<file path="config.mk">
export PLATFORM = sky130hd
export DESIGN_NAME = periodic_oneshot_timer_table
export DESIGN_NICKNAME = d
export VERILOG_FILES = /design/src/pott_pkg.sv /design/src/pott_ram.sv /design/src/periodic_oneshot_timer_table.sv
export VERILOG_INCLUDE_DIRS = /design/src /design/src/src
export SDC_FILE = /design/constraint.sdc
export NUM_CORES = 2
export LEC_CHECK = 0
export BUFFER_PORTS_ARGS = -buffer_cell sky130_fd_sc_hd__buf_2
export CORE_MARGIN = 2
export CORE_UTILIZATION = 55
export DETAILED_ROUTE_END_ITERATION = 12
export PLACE_DENSITY = 0.71
export SLEW_MARGIN = 0
export SYNTH_ARGS = -nofsm -noshare
export SYNTH_HDL_FRONTEND = slang
export SYNTH_HIERARCHICAL = 1
export SYNTH_SLANG_ARGS = --single-unit
export TNS_END_PERCENT = 50
</file>
<file path="constraint.sdc">
create_clock -name i_clk -period 17 [get_ports i_clk]
set_input_delay 0.85 -clock i_clk [delete_from_list [all_inputs] [get_ports i_clk]]
set_output_delay 0.85 -clock i_clk [all_outputs]
set_load 0.03 [all_outputs]
</file>
<file path="src/periodic_oneshot_timer_table_defines.svh">
// ---------------------------------------------------------------------------
// Assertion macros used by the timer table RTL.
// ---------------------------------------------------------------------------
`ifndef PERIODIC_ONESHOT_TIMER_TABLE_DEFINES_SVH
`define PERIODIC_ONESHOT_TIMER_TABLE_DEFINES_SVH

// Same-cycle implication, disabled while reset is asserted.
`define POTT_ASSERT_NOW(label, clk, rst_n, ante, cons, msg) \
    label: assert property (@(posedge clk) disable iff (!(rst_n)) (ante) |-> (cons)) \
        else $error(msg);

// Next-cycle implication, disabled while reset is asserted.
`define POTT_ASSERT_NEXT(label, clk, rst_n, ante, cons, msg) \
    label: assert property (@(posedge clk) disable iff (!(rst_n)) (ante) |=> (cons)) \
        else $error(msg);

`endif

</file>
<file path="src/pott_pkg.sv">
// ---------------------------------------------------------------------------
// pott_pkg
// Types and constants of the periodic and one-shot timer table.
// ---------------------------------------------------------------------------
`default_nettype none

package pott_pkg;

    localparam int MAX_RESULTS = 16;
    localparam int RES_W       = $clog2(MAX_RESULTS + 1);

    localparam logic [15:0] TICK_RESET = 16'd100;

    typedef enum logic [1:0] {
        KIND_TICK  = 2'd0,
        KIND_START = 2'd1,
        KIND_STOP  = 2'd2
    } t_kind;

    typedef enum logic [1:0] {
        RES_START_ACK = 2'd0,
        RES_FIRED     = 2'd1,
        RES_STOP_ACK  = 2'd2
    } t_res_kind;

    typedef enum logic [1:0] {
        ST_IDLE,
        ST_WALK,
        ST_FIN
    } t_state;

    typedef struct packed {
        logic [31:0] id;
        logic [31:0] timeout;
        logic [31:0] last_fire;
        logic        one_shot;
    } t_entry;

    localparam int ENTRY_W = $bits(t_entry);

endpackage

`default_nettype wire

</file>
<file path="src/pott_ram.sv">
// ---------------------------------------------------------------------------
// pott_ram
// Generic simple dual-port RAM: one write port, one read port with a
// registered read that holds its data while the read enable is low.
// ---------------------------------------------------------------------------
`default_nettype none

module pott_ram #(
    parameter int WIDTH = 8,
    parameter int DEPTH = 16,
    parameter int AW    = (DEPTH > 1) ? $clog2(DEPTH) : 1
) (
    input  wire logic             i_clk,
    input  wire logic             i_we,
    input  wire logic [AW-1:0]    i_waddr,
    input  wire logic [WIDTH-1:0] i_wdata,
    input  wire logic             i_re,
    input  wire logic [AW-1:0]    i_raddr,
    output logic      [WIDTH-1:0] o_rdata
);

    logic [WIDTH-1:0] r_mem [DEPTH];

    always_ff @(posedge i_clk) begin
        if (i_we) begin
            r_mem[i_waddr] <= i_wdata;
        end
        if (i_re) begin
            o_rdata <= r_mem[i_raddr];
        end
    end

endmodule

`default_nettype wire

</file>
<file path="src/periodic_oneshot_timer_table.sv">
// ---------------------------------------------------------------------------
// periodic_oneshot_timer_table
// Table of periodic and one-shot timers held in one RAM, walked in order.
// ---------------------------------------------------------------------------
//  Channel   Direction  Handshake                 Payload
//  in        input      i_in_valid / o_in_stall   i_kind, i_timeout_ms,
//                                                 i_single_shot, i_stop_id
//  out       output     o_out_valid / i_out_stall o_result_kind, o_timer_id,
//                                                 o_ok, o_last
//  cfg       input      i_cfg_we                  i_cfg_wdata (tick_ms)
//
//  A start appends its entry if there is room; its beat reaches the output
//  register in the next cycle. A tick or a stop reads the RAM one entry per
//  cycle unless a stall holds it, and compacts the table in the same pass.
//  A fired beat is held one step back so that the final one can carry o_last;
//  a stalled output register pauses the walk. Synchronous reset clears the
//  control state only; the RAM needs no clearing pass.
// ---------------------------------------------------------------------------
`default_nettype none

`include "periodic_oneshot_timer_table_defines.svh"

module periodic_oneshot_timer_table #(
    parameter int MAX_TIMERS = 16
) (
    input  wire logic        i_clk,
    input  wire logic        i_rst_n,
    input  wire logic        i_in_valid,
    output logic             o_in_stall,
    input  wire logic [1:0]  i_kind,
    input  wire logic [31:0] i_timeout_ms,
    input  wire logic        i_single_shot,
    input  wire logic [31:0] i_stop_id,
    output logic             o_out_valid,
    input  wire logic        i_out_stall,
    output logic [1:0]       o_result_kind,
    output logic [31:0]      o_timer_id,
    output logic             o_ok,
    output logic             o_last,
    input  wire logic        i_cfg_we,
    input  wire logic [15:0] i_cfg_wdata
);

    localparam int AW = (MAX_TIMERS > 1) ? $clog2(MAX_TIMERS) : 1;
    localparam int CW = $clog2(MAX_TIMERS + 1);
    localparam int RW = pott_pkg::RES_W;

    pott_pkg::t_state    r_state, n_state;
    logic [15:0]         r_tick_ms;
    logic [31:0]         r_now, n_now;
    logic [31:0]         r_id, n_id;
    logic [CW-1:0]       r_count, n_count;
    logic [CW-1:0]       r_rd_idx, n_rd_idx;
    logic [CW-1:0]       r_wr_idx, n_wr_idx;
    logic                r_ev_valid, n_ev_valid;
    logic                r_mode_stop, n_mode_stop;
    logic                r_found, n_found;
    logic [31:0]         r_sid, n_sid;
    logic [RW-1:0]       r_res_cnt, n_res_cnt;
    logic                r_pend_valid, n_pend_valid;
    logic [31:0]         r_pend_id, n_pend_id;

    logic                  r_out_valid, n_out_valid;
    pott_pkg::t_res_kind   r_out_kind, n_out_kind;
    logic [31:0]           r_out_id, n_out_id;
    logic                  r_out_ok, n_out_ok;
    logic                  r_out_last, n_out_last;

    logic                          ram_we;
    logic [AW-1:0]                 ram_waddr;
    pott_pkg::t_entry              ram_wentry;
    logic                          ram_re;
    logic [pott_pkg::ENTRY_W-1:0]  ram_rdata;
    pott_pkg::t_entry              ev;

    logic        out_free;
    logic        accept;
    logic        ev_fire;
    logic        ev_match;
    logic        ev_drop;
    logic        can_go;
    logic        go;
    logic        walk_done;
    logic [31:0] start_id;
    logic        room;

    pott_ram #(
        .WIDTH (pott_pkg::ENTRY_W),
        .DEPTH (MAX_TIMERS),
        .AW    (AW)
    ) u_ram (
        .i_clk   (i_clk),
        .i_we    (ram_we),
        .i_waddr (ram_waddr),
        .i_wdata (ram_wentry),
        .i_re    (ram_re),
        .i_raddr (r_rd_idx[AW-1:0]),
        .o_rdata (ram_rdata)
    );

    assign ev = pott_pkg::t_entry'(ram_rdata);

    assign out_free   = !r_out_valid || !i_out_stall;
    assign o_in_stall = (r_state != pott_pkg::ST_IDLE) || !out_free;
    assign accept     = i_in_valid && !o_in_stall;

    assign start_id = r_id + 32'd1;
    assign room     = r_count < CW'(MAX_TIMERS);

    // Elapsed time is taken modulo 2^32, so the subtraction simply wraps.
    assign ev_fire  = !r_mode_stop && (r_res_cnt != RW'(pott_pkg::MAX_RESULTS))
                      && ((r_now - ev.last_fire) >= ev.timeout);
    assign ev_match = r_mode_stop && !r_found && (ev.id == r_sid);
    assign ev_drop  = (ev_fire && ev.one_shot) || ev_match;
    assign can_go   = !(ev_fire && r_pend_valid && !out_free);
    assign go       = r_ev_valid && can_go;
    assign walk_done = !r_ev_valid && (r_rd_idx == r_count);

    assign ram_re = (r_state == pott_pkg::ST_WALK) && (r_rd_idx != r_count)
                    && (!r_ev_valid || can_go);

    always_comb begin
        n_state      = r_state;
        n_now        = r_now;
        n_id         = r_id;
        n_count      = r_count;
        n_rd_idx     = r_rd_idx;
        n_wr_idx     = r_wr_idx;
        n_ev_valid   = r_ev_valid;
        n_mode_stop  = r_mode_stop;
        n_found      = r_found;
        n_sid        = r_sid;
        n_res_cnt    = r_res_cnt;
        n_pend_valid = r_pend_valid;
        n_pend_id    = r_pend_id;
        n_out_valid  = r_out_valid && i_out_stall;
        n_out_kind   = r_out_kind;
        n_out_id     = r_out_id;
        n_out_ok     = r_out_ok;
        n_out_last   = r_out_last;
        ram_we       = 1'b0;
        ram_waddr    = r_wr_idx[AW-1:0];
        ram_wentry   = ev;

        case (r_state)
            pott_pkg::ST_IDLE: begin
                if (accept) begin
                    case (i_kind)
                        pott_pkg::KIND_START: begin
                            n_id = start_id;
                            if (room) begin
                                ram_we               = 1'b1;
                                ram_waddr            = r_count[AW-1:0];
                                ram_wentry.id        = start_id;
                                ram_wentry.timeout   = i_timeout_ms;
                                ram_wentry.last_fire = r_now;
                                ram_wentry.one_shot  = i_single_shot;
                                n_count              = r_count + CW'(1);
                            end
                            n_out_valid = 1'b1;
                            n_out_kind  = pott_pkg::RES_START_ACK;
                            n_out_id    = start_id;
                            n_out_ok    = room;
                            n_out_last  = 1'b1;
                        end
                        pott_pkg::KIND_STOP, pott_pkg::KIND_TICK: begin
                            n_mode_stop  = (i_kind == pott_pkg::KIND_STOP);
                            n_sid        = i_stop_id;
                            n_found      = 1'b0;
                            n_res_cnt    = '0;
                            n_pend_valid = 1'b0;
                            n_rd_idx     = '0;
                            n_wr_idx     = '0;
                            n_ev_valid   = 1'b0;
                            if (i_kind == pott_pkg::KIND_TICK) begin
                                n_now = r_now + 32'(r_tick_ms);
                            end
                            n_state = pott_pkg::ST_WALK;
                        end
                        default: begin
                            // The unused kind is taken and dropped.
                        end
                    endcase
                end
            end

            pott_pkg::ST_WALK: begin
                if (go) begin
                    if (ev_fire) begin
                        ram_wentry.last_fire = r_now;
                        n_res_cnt            = r_res_cnt + RW'(1);
                        n_pend_valid         = 1'b1;
                        n_pend_id            = ev.id;
                        if (r_pend_valid) begin
                            n_out_valid = 1'b1;
                            n_out_kind  = pott_pkg::RES_FIRED;
                            n_out_id    = r_pend_id;
                            n_out_ok    = 1'b1;
                            n_out_last  = 1'b0;
                        end
                    end
                    if (ev_match) begin
                        n_found = 1'b1;
                    end
                    // Kept entries slide down to the write index, closing gaps.
                    if (!ev_drop) begin
                        ram_we   = 1'b1;
                        n_wr_idx = r_wr_idx + CW'(1);
                    end
                end
                if (ram_re) begin
                    n_rd_idx   = r_rd_idx + CW'(1);
                    n_ev_valid = 1'b1;
                end else if (go) begin
                    n_ev_valid = 1'b0;
                end
                if (walk_done) begin
                    n_count = r_wr_idx;
                    n_state = pott_pkg::ST_FIN;
                end
            end

            pott_pkg::ST_FIN: begin
                if (out_free) begin
                    if (r_mode_stop) begin
                        n_out_valid = 1'b1;
                        n_out_kind  = pott_pkg::RES_STOP_ACK;
                        n_out_id    = r_sid;
                        n_out_ok    = r_found;
                        n_out_last  = 1'b1;
                    end else if (r_pend_valid) begin
                        n_out_valid = 1'b1;
                        n_out_kind  = pott_pkg::RES_FIRED;
                        n_out_id    = r_pend_id;
                        n_out_ok    = 1'b1;
                        n_out_last  = 1'b1;
                    end
                    n_pend_valid = 1'b0;
                    n_state      = pott_pkg::ST_IDLE;
                end
            end

            default: begin
                n_state = pott_pkg::ST_IDLE;
            end
        endcase
    end

    always_ff @(posedge i_clk) begin
        if (!i_rst_n) begin
            r_state      <= pott_pkg::ST_IDLE;
            r_tick_ms    <= pott_pkg::TICK_RESET;
            r_now        <= '0;
            r_id         <= '0;
            r_count      <= '0;
            r_rd_idx     <= '0;
            r_wr_idx     <= '0;
            r_ev_valid   <= 1'b0;
            r_mode_stop  <= 1'b0;
            r_found      <= 1'b0;
            r_res_cnt    <= '0;
            r_pend_valid <= 1'b0;
            r_out_valid  <= 1'b0;
        end else begin
            r_state      <= n_state;
            if (i_cfg_we) begin
                r_tick_ms <= i_cfg_wdata;
            end
            r_now        <= n_now;
            r_id         <= n_id;
            r_count      <= n_count;
            r_rd_idx     <= n_rd_idx;
            r_wr_idx     <= n_wr_idx;
            r_ev_valid   <= n_ev_valid;
            r_mode_stop  <= n_mode_stop;
            r_found      <= n_found;
            r_res_cnt    <= n_res_cnt;
            r_pend_valid <= n_pend_valid;
            r_out_valid  <= n_out_valid;
        end
    end

    always_ff @(posedge i_clk) begin
        r_sid      <= n_sid;
        r_pend_id  <= n_pend_id;
        r_out_kind <= n_out_kind;
        r_out_id   <= n_out_id;
        r_out_ok   <= n_out_ok;
        r_out_last <= n_out_last;
    end

    assign o_out_valid   = r_out_valid;
    assign o_result_kind = r_out_kind;
    assign o_timer_id    = r_out_id;
    assign o_ok          = r_out_ok;
    assign o_last        = r_out_last;

    `POTT_ASSERT_NOW(a_count_bound, i_clk, i_rst_n, 1'b1, r_count <= CW'(MAX_TIMERS), "table count exceeds capacity")
    `POTT_ASSERT_NOW(a_wr_behind_rd, i_clk, i_rst_n, r_state == pott_pkg::ST_WALK, r_wr_idx <= r_rd_idx, "compaction write index passed read index")
    `POTT_ASSERT_NOW(a_pend_in_walk, i_clk, i_rst_n, r_pend_valid, (r_state != pott_pkg::ST_IDLE) && !r_mode_stop, "pending fired beat outside a tick walk")
    `POTT_ASSERT_NEXT(a_start_grows, i_clk, i_rst_n, (r_state == pott_pkg::ST_IDLE) && accept && (i_kind == pott_pkg::KIND_START) && room, r_count == $past(r_count) + CW'(1), "start with room did not append")

endmodule

`default_nettype wire

</file>
==> metrics.yaml <==
clock_tree:
  cts_hold_buf: 0
  cts_root_buffer: "clkbuf_16"
  cts_tree: "done"
  cts_sinks: 1856
  h-tree-depth: 4
  cts_buffers: 182
  clockBufferDepth: 3
  post-cts-setup-buffers: 0
  insertion_delay_ns: 0.83
  cts_resized: 0
  clkTransAtPathRegs_ns: 0.06
setup_path:
  cpPeakStageDelay_ns: 0.77
  crit_arrival_ns: 8.59
  cp_slowest_cell: "buf_4"
  cp-start-kind: "flop"
  r2r_slack_ns: 8.86
  crit_top_cell: "o21ai_0"
  path_class: "flop to flop"
  crit_family: "compound AO/OA/AOI/OAI gates"
  critPathRequiredTime_ns: 17.44
  crit_fanout: 46
  path_buf_inv: 4
  worstPathCellList: "inv_1 > ha_1 > inv_1 > fa_1 > a21oi_1 > o22ai_1 > o21a_1 > o311a_1 > o21ai_0 > nand4b_1 > a2111o_1 > o311ai_0 > ha_1 > nand4_1 > nor3_1 > a221o_1 > o21ai_0 > and3_1 > o21ai_0 > nand2_1 > or3b_2 > nor2_4 > buf_4 > buf_4"
  endpoint_kind: "flop"
timing:
  worst_pin_slew_ns: 1.19
  fin_crit_sh_pct: 47.9
  relSlewSlack_pct: 20.2
  timing_max_transition_violations_final: 0
  grt_setup_unrepaired: "false"
  fmaxAchievable_ghz: 0.123
  setup_viol: 0
  whs_ns: 0.204
  finalHoldViolCount: 0
  min_period_ns: 8.14
  fin_setup_tns_ns: 0
  fin_skew_ns: 0.0471
min_path:
  hp-class: "primary input to flop"
global_routing:
  antenna_found_initial: 3
  grt_max_degree: 135
  grtUsageTotal_pct: 26.2
  overflow: 0
  grt_pass1_wl_mm: 271
  grt_pass1_vias: 41200
synth:
  synth_compound_area_share_pct: 5.33
  synth.avg_cell_area_um2: 17.6
  synth_flop_cell: "edfxtp_1"
  syn_area_um2: 75700
  yosysWarnings: 6
  synth_top_family_by_area: "multiplexers"
  synth.yosys.seq_area_share_pct: 72.2
  synth_top_area_cell: "edfxtp_1"
  synthMuxAreaShare_pct: 12.8
  syn_nets: 4473
  ys_types: 80
  ys_ff_latch: 1856
  synthSimpleGateAreaFrac_pct: 4.69
  yosys.area_share.xor_xnor_pct: 1.41
  synth_edf_count: 1749
  syn_inst: 4294
  post-synth-top-area-fraction_pct: 69.3
  async_flop_share_pct: 0
  synthTopCellsByArea: "edfxtp_1, mux4_2, dfxtp_1, a22oi_1, nand2_1"
  synth_fa_ha_area_share_pct: 1.52
route:
  via_per_inst: 6.42
  vias: 41400
  totalWireLength_mm: 183
  drc: 0
  detail-route-antenna-nets: 0
  post_drt_wl_per_cell_um: 28.4
  drt-pass1-iter-count: 8
  drtIter0Drc: 4599
cells_and_area:
  layout.cells.most_common: "edfxtp_1"
  fin_nets: 4675
  n_fill_cell: 9509
  drive_above_1_share_pct: 20.8
  area_growth_pct: 11.8
  final_cell_mix: "edfxtp_1, mux4_2, nand2_1"
  instances_no_fill: 6447
  final_util_pct: 61.7
die:
  dieArea_um2: 141000
  rows: 136
  start_util_pct: 55.2
  core-area_um2: 137000
  die_width_um: 375
  io_pins: 126
  die_height_um: 375
placed_design:
  dpl.cell_count: 6106
  port_buffers: 125
  hpwl_mm: 106
  place.gp.congestion: 0.903
power_and_ir_drop:
  leakage_nw: 27.3
  p_int_mw: 7.98
  power_density_nw_per_um2: 126
  clockPowerShare_pct: 37.5
  power_frac_seq_pct: 51.3
  swShare_pct: 25.1
  power_frac_comb_pct: 11.2
  switching_power_mw: 2.67
  peakVddDrop_mv: 0.0859
status:
  outcome: "finished clean"
flow_run:
  cap_violations: 0
-- worst paths after layout --
| check | startpoint | end | cells after the start |
|---|---|---|---|
| worst max-delay path | r_now[0] | u_ram/r_mem[3][11] | 24 |
| worst min-delay path | i_stop_id[29] | r_sid[29] | 1 |
| worst max register to register | r_now[0] | u_ram/r_mem[3][11] | 24 |
| worst min register to register | r_tick_ms[2] | r_tick_ms[2] | 2 |
-- sequential cells by signal (all words and copies together), names as in the netlist, 2 cells and up --
name / count
r_tick_ms: 16
o_timer_id: 32
r_wr_idx: 5
r_rd_idx: 5
u_ram/o_rdata: 97
r_now: 32
r_state: 2
r_res_cnt: 5
r_count: 5
o_result_kind: 2
r_pend_id: 32
r_sid: 32
r_id: 32
u_ram/r_mem: 1552
-- logic make-up after synthesis --
kind of cell,Yosys count
AOI/OAI and AO/OA,600
xor gates and xnor gates,122
adders and majority gates,91
buffers and inverters,359
DFF,1856
muxes,484
and+or+nand+nor,782
-- through the flow --
step / setup WS, ns / area, um^2 / total power [mW]
global route: 8.54 / 84600 / 11.0
finish: 8.86 / 84700 / 10.7
global placement: 9.10 / 78700 / 6.71
floorplan: 5.05 / 75700 / 6.29
CTS: 8.97 / 84600 / 10.7
detailed placement: 9.00 / 78700 / 6.75
-- synth_stat cells (all sizes together), types with 7 or more instances --
cell type	n
nor2b	9
o31ai	13
xor2	69
dfxtp	107
nor3	38
a211oi	8
mux2	23
o21ai	116
edfxtp	1749
nor2	229
mux2i	73
or3	21
and3	17
xnor2	53
nand3b	7
a21oi	131
nand2b	8
o211ai	15
nor4	20
mux4	388
a21o	12
a31oi	9
a22oi	197
nand2	299
o311ai	7
and2	15
a222oi	31
o21a	15
buf	96
nand4	26
ha	89
nand3	64
inv	135
clkbuf	126
-- metal layers --
metal | vias up | GRT usage, % | share of wire [%]
met2 | 1929 | 42.4 | 49
li1 | 17600 | - | -
met3 | 302 | 4.01 | 7.6
met1 | 21500 | 36.9 | 41
met4 | 0 | 8.50 | 3.0
met5 | - | 0 | 0
-- layout make-up --
cell class,instances,area [um^2],area share [%]
Tap cell,1794,2240,2.65
Multi-Input combinational cell,2079,19700,23.3
Inverter,137,515,0.609
Sequential cell,1856,54700,64.6
Clock inverter,114,1140,1.35
Clock buffer,225,4810,5.68
Timing Repair Buffer,240,1530,1.80
Antenna cell,2,5.00,0.00591
-- power by group through the flow --
stage,logic (mW),registers (mW),clock network (mW)
6_report,1.19,5.46,3.99
5_1_grt,1.30,5.47,4.24
4_1_cts,1.19,5.46,4.05
3_5_place_dp,1.19,5.56,0
3_3_place_gp,1.16,5.56,0
2_1_floorplan,0.665,5.62,0
No activity file was read; power rests on OpenSTA's default activity.
